[src/design/swvs_pkg.sv]
// Shared types and constants for the sliding window variance block.
// No dependencies.
`default_nettype none
package swvs_pkg;
   localparam int SAMPLE_W = 16;
   localparam int WIN_MAX  = 64;
   localparam int RING_AW  = 6;
   localparam int LEN_W    = 7;
   localparam int SUM_W    = 23;
   localparam int SQS_W    = 37;
   localparam int NUM_W    = 43;
   localparam int DEN_W    = 12;
   localparam int RES_W    = 32;
   localparam int CSR_AW   = 2;
   localparam int CSR_DW   = 7;

   localparam logic [CSR_AW-1:0] CSR_WINDOW_LENGTH = 2'd0;
   localparam logic [CSR_AW-1:0] CSR_RESULT_MODE   = 2'd1;

   typedef struct packed {
      logic signed [SAMPLE_W-1:0] sample;
      logic                       sample_present;
   } req_type;

   typedef struct packed {
      logic             result_present;
      logic [RES_W-1:0] result;
   } rsp_type;

   typedef struct packed {
      logic start;
      logic sqrt_en;
   } dsq_cmd_type;
endpackage
`default_nettype wire

[src/design/sliding_window_variance_std.sv]
// Sliding window sample variance / standard deviation over a 64-entry sample ring.
// A request is accepted only while idle, one at a time. The block reads and accumulates
// the window from the ring through its single read port, forms the products, runs the
// bit-serial division and, in std mode, the square root, then loads the response register,
// waiting while a previous response still waits on rsp_ready. During warm-up, or for a
// window holding a null sample, it returns a null result without dividing.
// Depends on swvs_pkg and swvs_dsq.
`default_nettype none
module sliding_window_variance_std (
   input  wire logic                        clock,
   input  wire logic                        reset,
   input  wire logic                        req_valid,
   output logic                             req_ready,
   input  wire swvs_pkg::req_type           req_payload,
   output logic                             rsp_valid,
   input  wire logic                        rsp_ready,
   output swvs_pkg::rsp_type                rsp_payload,
   input  wire logic                        csr_valid,
   output logic                             csr_ready,
   input  wire logic [swvs_pkg::CSR_AW-1:0] csr_index,
   input  wire logic [swvs_pkg::CSR_DW-1:0] csr_data
);
   import swvs_pkg::*;

   typedef enum logic [2:0] {ST_IDLE, ST_ACC, ST_MUL, ST_SUB, ST_SERIAL, ST_FIN} state_type;

   state_type                 state_ff;
   logic [RING_AW-1:0]        wr_idx_ff;
   logic [LEN_W-1:0]          seen_ff;
   logic [LEN_W-1:0]          wl_ff;
   logic                      mode_ff;
   logic [LEN_W-1:0]          len_ff;
   logic                      run_mode_ff;
   logic [DEN_W-1:0]          den_ff;
   logic [RING_AW-1:0]        base_ff;
   logic [LEN_W-1:0]          k_ff;
   logic                      rd_vld_ff;
   logic [SAMPLE_W:0]         rd_ff;
   logic                      sq_vld_ff;
   logic [2*SAMPLE_W-1:0]     sq_ff;
   logic signed [SUM_W-1:0]   sum_ff;
   logic [SQS_W-1:0]          sqs_ff;
   logic                      nul_ff;
   logic [NUM_W-1:0]          pa_ff;
   logic [NUM_W-1:0]          pb_ff;
   logic                      res_pres_ff;
   logic [RES_W-1:0]          res_ff;
   logic                      rsp_valid_ff;
   rsp_type                   rsp_ff;

   logic [SAMPLE_W:0]         ring [WIN_MAX];

   logic                      accept;
   logic [LEN_W-1:0]          len_in;
   logic [LEN_W-1:0]          seen_in;
   logic                      issue;
   logic [RING_AW-1:0]        rd_addr;
   logic signed [SAMPLE_W-1:0] sx;
   logic signed [2*SAMPLE_W-1:0] sx_w;
   logic [SUM_W-1:0]          smag;
   logic                      rsp_load;
   dsq_cmd_type               dsq_cmd;
   logic                      dsq_done;
   logic [RES_W-1:0]          dsq_res;

   assign req_ready = (state_ff == ST_IDLE);
   assign accept    = req_valid && req_ready;
   assign csr_ready = 1'b1;
   assign rsp_valid   = rsp_valid_ff;
   assign rsp_payload = rsp_ff;

   always_comb begin
      if (wl_ff < LEN_W'(2)) begin
         len_in = LEN_W'(2);
      end else if (wl_ff > LEN_W'(WIN_MAX)) begin
         len_in = LEN_W'(WIN_MAX);
      end else begin
         len_in = wl_ff;
      end
      seen_in = (seen_ff == LEN_W'(WIN_MAX)) ? seen_ff : seen_ff + LEN_W'(1);
      issue   = (state_ff == ST_ACC) && (k_ff < len_ff);
      rd_addr = base_ff - k_ff[RING_AW-1:0];
      sx      = rd_ff[SAMPLE_W-1:0];
      sx_w    = (2*SAMPLE_W)'(sx);
      smag    = sum_ff[SUM_W-1] ? SUM_W'(-sum_ff) : SUM_W'(sum_ff);
      rsp_load = (state_ff == ST_FIN) && (!rsp_valid_ff || rsp_ready);
      dsq_cmd.start   = (state_ff == ST_SUB);
      dsq_cmd.sqrt_en = run_mode_ff;
   end

   always_ff @(posedge clock) begin
      if (accept) begin
         ring[wr_idx_ff] <= req_payload.sample_present ?
                            {1'b1, req_payload.sample} : '0;
      end
      rd_ff <= ring[rd_addr];
   end

   always_ff @(posedge clock) begin
      if (reset) begin
         state_ff     <= ST_IDLE;
         wr_idx_ff    <= '0;
         seen_ff      <= '0;
         wl_ff        <= LEN_W'(2);
         mode_ff      <= 1'b0;
         rd_vld_ff    <= 1'b0;
         sq_vld_ff    <= 1'b0;
         rsp_valid_ff <= 1'b0;
      end else begin
         if (csr_valid && csr_ready) begin
            case (csr_index)
               CSR_WINDOW_LENGTH: wl_ff   <= csr_data;
               CSR_RESULT_MODE:   mode_ff <= csr_data[0];
               default: ;
            endcase
         end
         if (rsp_load) begin
            rsp_valid_ff <= 1'b1;
         end else if (rsp_valid_ff && rsp_ready) begin
            rsp_valid_ff <= 1'b0;
         end
         rd_vld_ff <= issue;
         sq_vld_ff <= rd_vld_ff;
         if (rd_vld_ff) begin
            sum_ff <= sum_ff + SUM_W'(sx);
            sq_ff  <= $unsigned(sx_w * sx_w);
            nul_ff <= nul_ff | ~rd_ff[SAMPLE_W];
         end
         if (sq_vld_ff) begin
            sqs_ff <= sqs_ff + SQS_W'(sq_ff);
         end
         case (state_ff)
            ST_IDLE: begin
               if (accept) begin
                  wr_idx_ff   <= wr_idx_ff + RING_AW'(1);
                  seen_ff     <= seen_in;
                  len_ff      <= len_in;
                  run_mode_ff <= mode_ff;
                  den_ff      <= DEN_W'(len_in) * (DEN_W'(len_in) - DEN_W'(1));
                  base_ff     <= wr_idx_ff;
                  k_ff        <= '0;
                  sum_ff      <= '0;
                  sqs_ff      <= '0;
                  nul_ff      <= 1'b0;
                  res_pres_ff <= 1'b0;
                  res_ff      <= '0;
                  state_ff    <= (seen_in < len_in) ? ST_FIN : ST_ACC;
               end
            end
            ST_ACC: begin
               if (issue) begin
                  k_ff <= k_ff + LEN_W'(1);
               end else if (!rd_vld_ff && !sq_vld_ff) begin
                  state_ff <= ST_MUL;
               end
            end
            ST_MUL: begin
               pa_ff    <= NUM_W'(sqs_ff) * NUM_W'(len_ff);
               pb_ff    <= NUM_W'(smag) * NUM_W'(smag);
               state_ff <= nul_ff ? ST_FIN : ST_SUB;
            end
            ST_SUB: begin
               state_ff <= ST_SERIAL;
            end
            ST_SERIAL: begin
               if (dsq_done) begin
                  res_pres_ff <= 1'b1;
                  res_ff      <= dsq_res;
                  state_ff    <= ST_FIN;
               end
            end
            ST_FIN: begin
               if (rsp_load) begin
                  rsp_ff.result_present <= res_pres_ff;
                  rsp_ff.result         <= res_ff;
                  state_ff              <= ST_IDLE;
               end
            end
            default: state_ff <= ST_IDLE;
         endcase
      end
   end

   swvs_dsq u_dsq (
      .clock  (clock),
      .reset  (reset),
      .cmd    (dsq_cmd),
      .num    (pa_ff - pb_ff),
      .den    (den_ff),
      .done   (dsq_done),
      .result (dsq_res)
   );
endmodule
`default_nettype wire

[src/design/swvs_dsq.sv]
// Bit-serial unit: restoring divide, saturation to 32 bits, optional square root.
// Depends on swvs_pkg.
`default_nettype none
module swvs_dsq (
   input  wire logic                       clock,
   input  wire logic                       reset,
   input  wire swvs_pkg::dsq_cmd_type      cmd,
   input  wire logic [swvs_pkg::NUM_W-1:0] num,
   input  wire logic [swvs_pkg::DEN_W-1:0] den,
   output logic                            done,
   output logic [swvs_pkg::RES_W-1:0]      result
);
   import swvs_pkg::*;

   typedef enum logic [1:0] {S_IDLE, S_DIV, S_SQRT, S_DONE} state_type;

   state_type          state_ff;
   logic [NUM_W-1:0]   q_ff;
   logic [DEN_W-1:0]   den_ff;
   logic [DEN_W:0]     rem_ff;
   logic [5:0]         cnt_ff;
   logic               sqrt_ff;
   logic [RES_W-1:0]   x_ff;
   logic [17:0]        srem_ff;
   logic [15:0]        root_ff;
   logic [RES_W-1:0]   res_ff;

   logic [DEN_W:0]     rem_in;
   logic               qbit;
   logic [RES_W-1:0]   sat;
   logic [17:0]        srem_in;
   logic [17:0]        trial;
   logic               sbit;

   always_comb begin
      rem_in  = {rem_ff[DEN_W-1:0], q_ff[NUM_W-1]};
      qbit    = (rem_in >= {1'b0, den_ff});
      sat     = (|q_ff[NUM_W-1:RES_W]) ? '1 : q_ff[RES_W-1:0];
      srem_in = {srem_ff[15:0], x_ff[RES_W-1:RES_W-2]};
      trial   = {root_ff, 2'b01};
      sbit    = (srem_in >= trial);
   end

   always_ff @(posedge clock) begin
      if (reset) begin
         state_ff <= S_IDLE;
      end else begin
         case (state_ff)
            S_IDLE: begin
               if (cmd.start) begin
                  q_ff     <= num;
                  den_ff   <= den;
                  rem_ff   <= '0;
                  cnt_ff   <= 6'(NUM_W - 1);
                  sqrt_ff  <= cmd.sqrt_en;
                  state_ff <= S_DIV;
               end
            end
            S_DIV: begin
               rem_ff <= qbit ? rem_in - {1'b0, den_ff} : rem_in;
               q_ff   <= {q_ff[NUM_W-2:0], qbit};
               cnt_ff <= cnt_ff - 6'd1;
               if (cnt_ff == '0) begin
                  state_ff <= S_DONE;
               end
            end
            S_SQRT: begin
               srem_ff <= sbit ? srem_in - trial : srem_in;
               root_ff <= {root_ff[14:0], sbit};
               x_ff    <= {x_ff[RES_W-3:0], 2'b00};
               cnt_ff  <= cnt_ff - 6'd1;
               if (cnt_ff == '0) begin
                  res_ff   <= {16'd0, root_ff[14:0], sbit};
                  state_ff <= S_IDLE;
               end
            end
            S_DONE: begin
               if (sqrt_ff) begin
                  x_ff     <= sat;
                  srem_ff  <= '0;
                  root_ff  <= '0;
                  cnt_ff   <= 6'd15;
                  state_ff <= S_SQRT;
               end else begin
                  res_ff   <= sat;
                  state_ff <= S_IDLE;
               end
            end
            default: state_ff <= S_IDLE;
         endcase
      end
   end

   logic done_ff;
   always_ff @(posedge clock) begin
      if (reset) begin
         done_ff <= 1'b0;
      end else begin
         done_ff <= (state_ff == S_DONE && !sqrt_ff) ||
                    (state_ff == S_SQRT && cnt_ff == '0);
      end
   end

   assign done   = done_ff;
   assign result = res_ff;
endmodule
`default_nettype wire

[config.mk]
export PLATFORM = sky130hd
export DESIGN_NAME = sliding_window_variance_std
export DESIGN_NICKNAME = d
export VERILOG_FILES = /design/src/design/swvs_pkg.sv /design/src/design/sliding_window_variance_std.sv /design/src/design/swvs_dsq.sv
export SDC_FILE = /design/constraint.sdc
export NUM_CORES = 2
export LEC_CHECK = 0
export BUFFER_PORTS_ARGS = -buffer_cell sky130_fd_sc_hd__buf_2
export CAP_MARGIN = 20
export CORE_MARGIN = 3
export CORE_UTILIZATION = 55
export DETAILED_ROUTE_END_ITERATION = 6
export MAX_ROUTING_LAYER = met4
export PLACE_DENSITY = 0.74
export REMOVE_ABC_BUFFERS = 1
export SYNTH_ARGS = -nofsm -noshare
export SYNTH_HDL_FRONTEND = slang
export SYNTH_SLANG_ARGS = --single-unit
[constraint.sdc]
create_clock -name clock -period 11.7 [get_ports clock]
set_clock_uncertainty 0.2 [all_clocks]
set_input_delay 1.755 -clock clock [delete_from_list [all_inputs] [get_ports clock]]
set_output_delay 1.755 -clock clock [all_outputs]
set_load 0.03 [all_outputs]
Word level (Yosys, flattened, before mapping) --
Memories as Yosys holds them, arrays and structs flattened. A register that Yosys moved wholly into a read port is not among the register bits. Cells that the tools add are included.
Word-level totals: bits in registers 478, RAM bits 1088, input port bits 31, output and inout bits 36, logic and storage cells 180, memories 1
Cells by class: add/sub/neg operators 12, $mul 4, $lt $le $gt $ge 6, equal/unequal tests 21, multiplexer cells 59, bitwise gates (word level) 3, reductions and logical operators 40
Memories:
- ring | words 64, width 17, rd ports 1, clocked after memory_dff 1, wr ports 1, RTL line sliding_window_variance_std.sv:51 | logic [SAMPLE_W:0] ring [WIN_MAX];
Operator list (number):
- 2-to-1 mux 32 bit | 6
- case mux 32 bit (2 select lines) | 3
- 2-to-1 mux 37 bit | 3
- 2-to-1 mux 23 bit | 4
- case mux 43 bit (2 select lines) | 1
- case mux 16 bit (2 select lines) | 2
- 2-to-1 mux 16 bit | 3
- multiplier 23 x 23 -> 43 bit | 1
- multiplier 37 x 7 -> 43 bit | 1
- 2-to-1 mux 43 bit | 1
- subtractor 43 bit | 1
- adder 37 x 32 -> 37 bit | 1
- 2-to-1 mux 7 bit | 5
- multiplier 16 x 16 -> 32 bit | 1
- 2-to-1 mux 12 bit | 2
- case mux 12 bit (2 select lines) | 1
- adder 23 x 16 -> 23 bit | 1
- negation 23 bit | 1
- 2-to-1 mux 3 bit | 7
- AND reduction 3 bit | 7
- >= comparator 18 bit | 1
- case mux 3 bit (6 select lines) | 1
- case mux 6 bit (3 select lines) | 1
- 2-to-1 mux 17 bit | 1
- other kinds (40) | 89

Longest topological paths before layout --
depth in word-level cells 7, mapped depth 36, depth with buffers taken out 35

By module --
A second synthesis with hierarchy kept.
Unflattened totals: cell total of the unflattened synthesis 7584, area total of the unflattened synthesis 99748.2 sq um
Modules (own cells, without submodules):
- sliding_window_variance_std | instances 1, cells each 6862, area an instance 90979.8 sq um
- swvs_dsq | instances 1, cells each 722, area an instance 8768.4 sq um

Worst setup path after synthesis --
No wires, ideal clock.
kind input to register, start point in reset, end point reg pa_ff[0] (enable), setup time 0.767 ns, arrival time 10.685 ns, required time 10.733 ns, slack 0.048 ns, stages on the path 2, cells stage by stage clkbuf_1 nor4b_1
On the way: word-level cells in the longest chain between the ends 2
Ends and longest elaborated chain:
- from (decl) | RTL line sliding_window_variance_std.sv:11 | input wire logic reset,
- NOT 1 bit (no source line)
- AND reduction 2 bit (no source line)
- to (signal assigned) | RTL line sliding_window_variance_std.sv:158 | pa_ff <= NUM_W'(sqs_ff) * NUM_W'(len_ff);
- to (decl) | RTL line sliding_window_variance_std.sv:44 | logic [NUM_W-1:0] pa_ff;
Every way passes these cells. A chain may end at the register's enable or synchronous reset.

Worst setup path after layout --
start point reg sum_ff[1], end point reg pb_ff[39], data pin
On the way: word-level cells in the longest chain between the ends 3
Ends and longest elaborated chain:
- from (decl) | RTL line sliding_window_variance_std.sv:41 | logic signed [SUM_W-1:0] sum_ff;
- from (signal assigned) | RTL line sliding_window_variance_std.sv:125 | sum_ff <= sum_ff + SUM_W'(sx);
- negation 23 bit | RTL line sliding_window_variance_std.sv:85 | smag = sum_ff[SUM_W-1] ? SUM_W'(-sum_ff) : SUM_W'(sum_ff);
- 2-to-1 mux 23 bit * | RTL line sliding_window_variance_std.sv:85
- multiplier 23 x 23 -> 43 bit * | RTL line sliding_window_variance_std.sv:159 | pb_ff <= NUM_W'(smag) * NUM_W'(smag);
- to (signal assigned) | RTL line sliding_window_variance_std.sv:159
- to (decl) | RTL line sliding_window_variance_std.sv:45 | logic [NUM_W-1:0] pb_ff;
Mark *: on every way between the ends. The rest lies on a longest branch, timed or not.

==> results.txt <==
* Final Hold Fails: 0
- For this configuration, the core starts out at a cell density of 0.556.
* Cell count after placement: 9715
* Overall die area: 184000 um2
- The root buffer cell chosen for the clock tree is clkbuf_16.
- Once layout is complete, the cells apart from fillers number 10000.
* Total setup violations reported at the end of the flow: 0
- The library cell used most frequently in the layout, excluding fill and tap cells, is edfxtp_1.
- Maximum fanout along the worst path: 16
- Worst endpoint data arrival time: 10.15 ns
- For the pin with the worst max-slew slack, the measured transition is 1.04 ns.
- Syn Area/Cell: 13.3 um2
- TritonCTS built the clock tree.
- Kind of start point of the critical path: register
* Average vias per placed instance: 5.85
* Overall overflow remaining after global route: 0
- Detail Route Antenna Nets: 0
- DP HPWL: 152000 um
* CTS clk-pin slew, worst paths: 0.07 ns
* Post-Synthesis Cells: 7425
- Share of flip-flops with an asynchronous set or reset after synthesis: 0
* Library cell contributing the largest single delay on the critical path: xor2_1
- Clock buffers created by TritonCTS: 155
- The worst hold path belongs to the class register to register.
* Number of remaining DRC errors: 0
- Critical Path RT: 12.08 ns
* GR Util All Layers: 0.259
- Synth Register Bits: 1579
* DR vias: 58600
- Once the clock tree was built, the resizer swapped 0 gates to a different size.
* Fin nets: 8887
- Unrepaired setup endpoints after global routing: false
- By instance count, the cell type seen most on the critical path is fa_1.
* Final Slew Violations: 0
- Clk_lat worst skew: 0.80 ns
- Primary flip-flop cell chosen by synthesis mapping: edfxtp_1
- The synthesized design contains 1532 enable-type register cells.
* Count of unique library cells instantiated by Yosys: 88
* Max-cap violation count: 0
- Count of input and output buffers: 65
- Pin count of the biggest net entering global routing: 114
* Minimum setup slack among reg-to-reg paths: 1.93 ns
- Sequential share of the synthesized area: 0.477
- The worst setup path is captured at a register.
* Deepest clock path buffer count: 3
- For this design, the sink count on the clock tree is 1579.
- Cell Area, Synth: 98400 um2
* Outcome: completed
- Warnings, synthesis: 0
- Number of antenna violations at the first check in global routing: 6
- CTS Hold Buffers Added: 0
* P&R area growth vs syn: 9.10%
- Share of post-route cells with drive strength above 1: 0.115
* Setup Crit Path Kind: register to register
- After detailed routing, the average wire length per cell comes to 22.9 um.
- The library cells used most frequently in the layout, excluding fill and tap cells, are 1532 x edfxtp_1, 1129 x inv_1, 829 x fa_1.
- In this run the count of I/O pins placed on the die edge is 67.
- The first routing iteration left 5492 violations.
- The first global-routing pass estimated 357000 um of wire.
* Minimum clock period after layout: 9.77 ns
- From bottom edge to top edge, the die measures 429 um.
* Detailed Routing Iterations Pass 1: 6
- Based on the critical path, the design can be clocked at up to 102 MHz.
- In the final timing run, aggregate negative setup slack is 0 ns.
- Via count of the first global-routing pass: 61700
* Routability congestion estimate: 0.977
- From left edge to right edge, the die measures 429 um.
* Maximum level of the CTS H-tree: 4
- Number of inserted filler cells in the final layout: 13100
- Measured against its own limit, the worst slew margin works out to 0.309.
- The total area inside the core boundary comes to 177000 um2.
- FP Rows: 154
- Share of the clock period used by the worst path after layout: 0.835
- Detailed-route wire length: 230000 um
* Setup Fix Bufs, Post-CTS: 0
- Largest stage delay on the critical path: 0.63 ns
[cells in the mapped netlist (all sizes together), types with 7 or more instances]
cell type  number  area (um2)
nor2          491        1840
nor3           42         215
o21ai         192         965
nor4           15         128
inv          1134        4260
a221oi          9         103
xnor2         207        1810
ha            480        6010
nand2         606        2280
o21bai         31         233
clkbuf        223         837
nor2b          52         325
or2             9        56.3
a21oi         238        1200
a211oi         50         390
o211ai         10        75.1
fa            830       16600
nand3b          8        60.1
nand3          59         295
and3           30         188
xor2           93         830
o21a           37         278
and2          154         963
o31ai          20         155
or4             8        63.8
edfxtp       1532       46000
mux4          340        7660
mux2i          85         851
or3            15        93.8
nand2b         35         219
nand4          22         138
a211o           8        70.1
a31oi          21         131
buf            57         244
dfxtp          47         941
a21o          145        1090
a31o            8        70.1
a2111oi         7        80.1
[layout make-up]
cell class | count | area, um2 | area share
clock buffer | 179 | 4030 | 0.0376
multi-input combinational | 4450 | 46400 | 0.432
inverter | 1138 | 4270 | 0.0398
antenna | 4 | 10.0 | 0.0000932
timing repair buffer | 222 | 1790 | 0.0167
sequential | 1579 | 46900 | 0.437
clock inverter | 104 | 1050 | 0.00979
tap | 2340 | 2930 | 0.0273
[per-stage QoR]
step	util	area (um2)	hold slack [ns]	worst slack (ns)
after global placement	0.576	102000	0.201	2.40
after detailed placement	0.576	102000	0.205	2.14
after floorplan	-	97400	0.200	-0.896
after CTS	0.604	107000	0.219	2.09
after global routing	0.606	107000	0.220	1.47
final	0.606	107000	0.217	1.93
[critical path: cells and delay by family, from the launching register on]
family          cells  cell delay, ns
flops               1            0.49
fa+ha+maj           9            4.07
buf+inv             5            0.95
compound gates      6            1.45
simple gates        7            1.78
xor+xnor            1            0.63
[state kept, by name (all words and copies together), names as in the netlist, 17 cells and up]
register and count:
sqs_ff 37, sum_ff 23, rsp_payload 33, u_dsq.result 32, pa_ff 43, u_dsq.q_ff 43
u_dsq.x_ff 32, rd_ff 17, sq_ff 31, ring 1088, res_ff 32, pb_ff 42
[final timing paths]
check / end / cells past startpoint / startpoint
setup / recovery: pb_ff[39] / 28 / sum_ff[1]
hold / removal: rsp_payload[28] / 0 / res_ff[28]
setup reg to reg: pb_ff[39] / 28 / sum_ff[1]
hold reg to reg: rsp_payload[28] / 0 / res_ff[28]
[layer usage]
layer / share of wire / wire length [um] / vias to the layer above / track usage
met5: 0 / 0 / - / -
met4: 0.041 / 9350 / 0 / 0.0998
met3: 0.071 / 16200 / 504 / 0.0355
met2: 0.51 / 116000 / 2444 / 0.429
met1: 0.38 / 88100 / 29800 / 0.327
li1: - / - / 25800 / -
[cells by family after synthesis]
| group | share of synthesized area |
|---|---|
| buf+inv | 0.0544 |
| simple gates | 0.0712 |
| compound gates | 0.0541 |
| flops | 0.477 |
| other cells | 0.0000763 |
| xor+xnor | 0.0268 |
| fa+ha+maj | 0.230 |
| mux | 0.0867 |
Power is left out: the tool's default activity adds up to more than one toggle a clock period on the data nets, which glitch-free logic cannot reach.
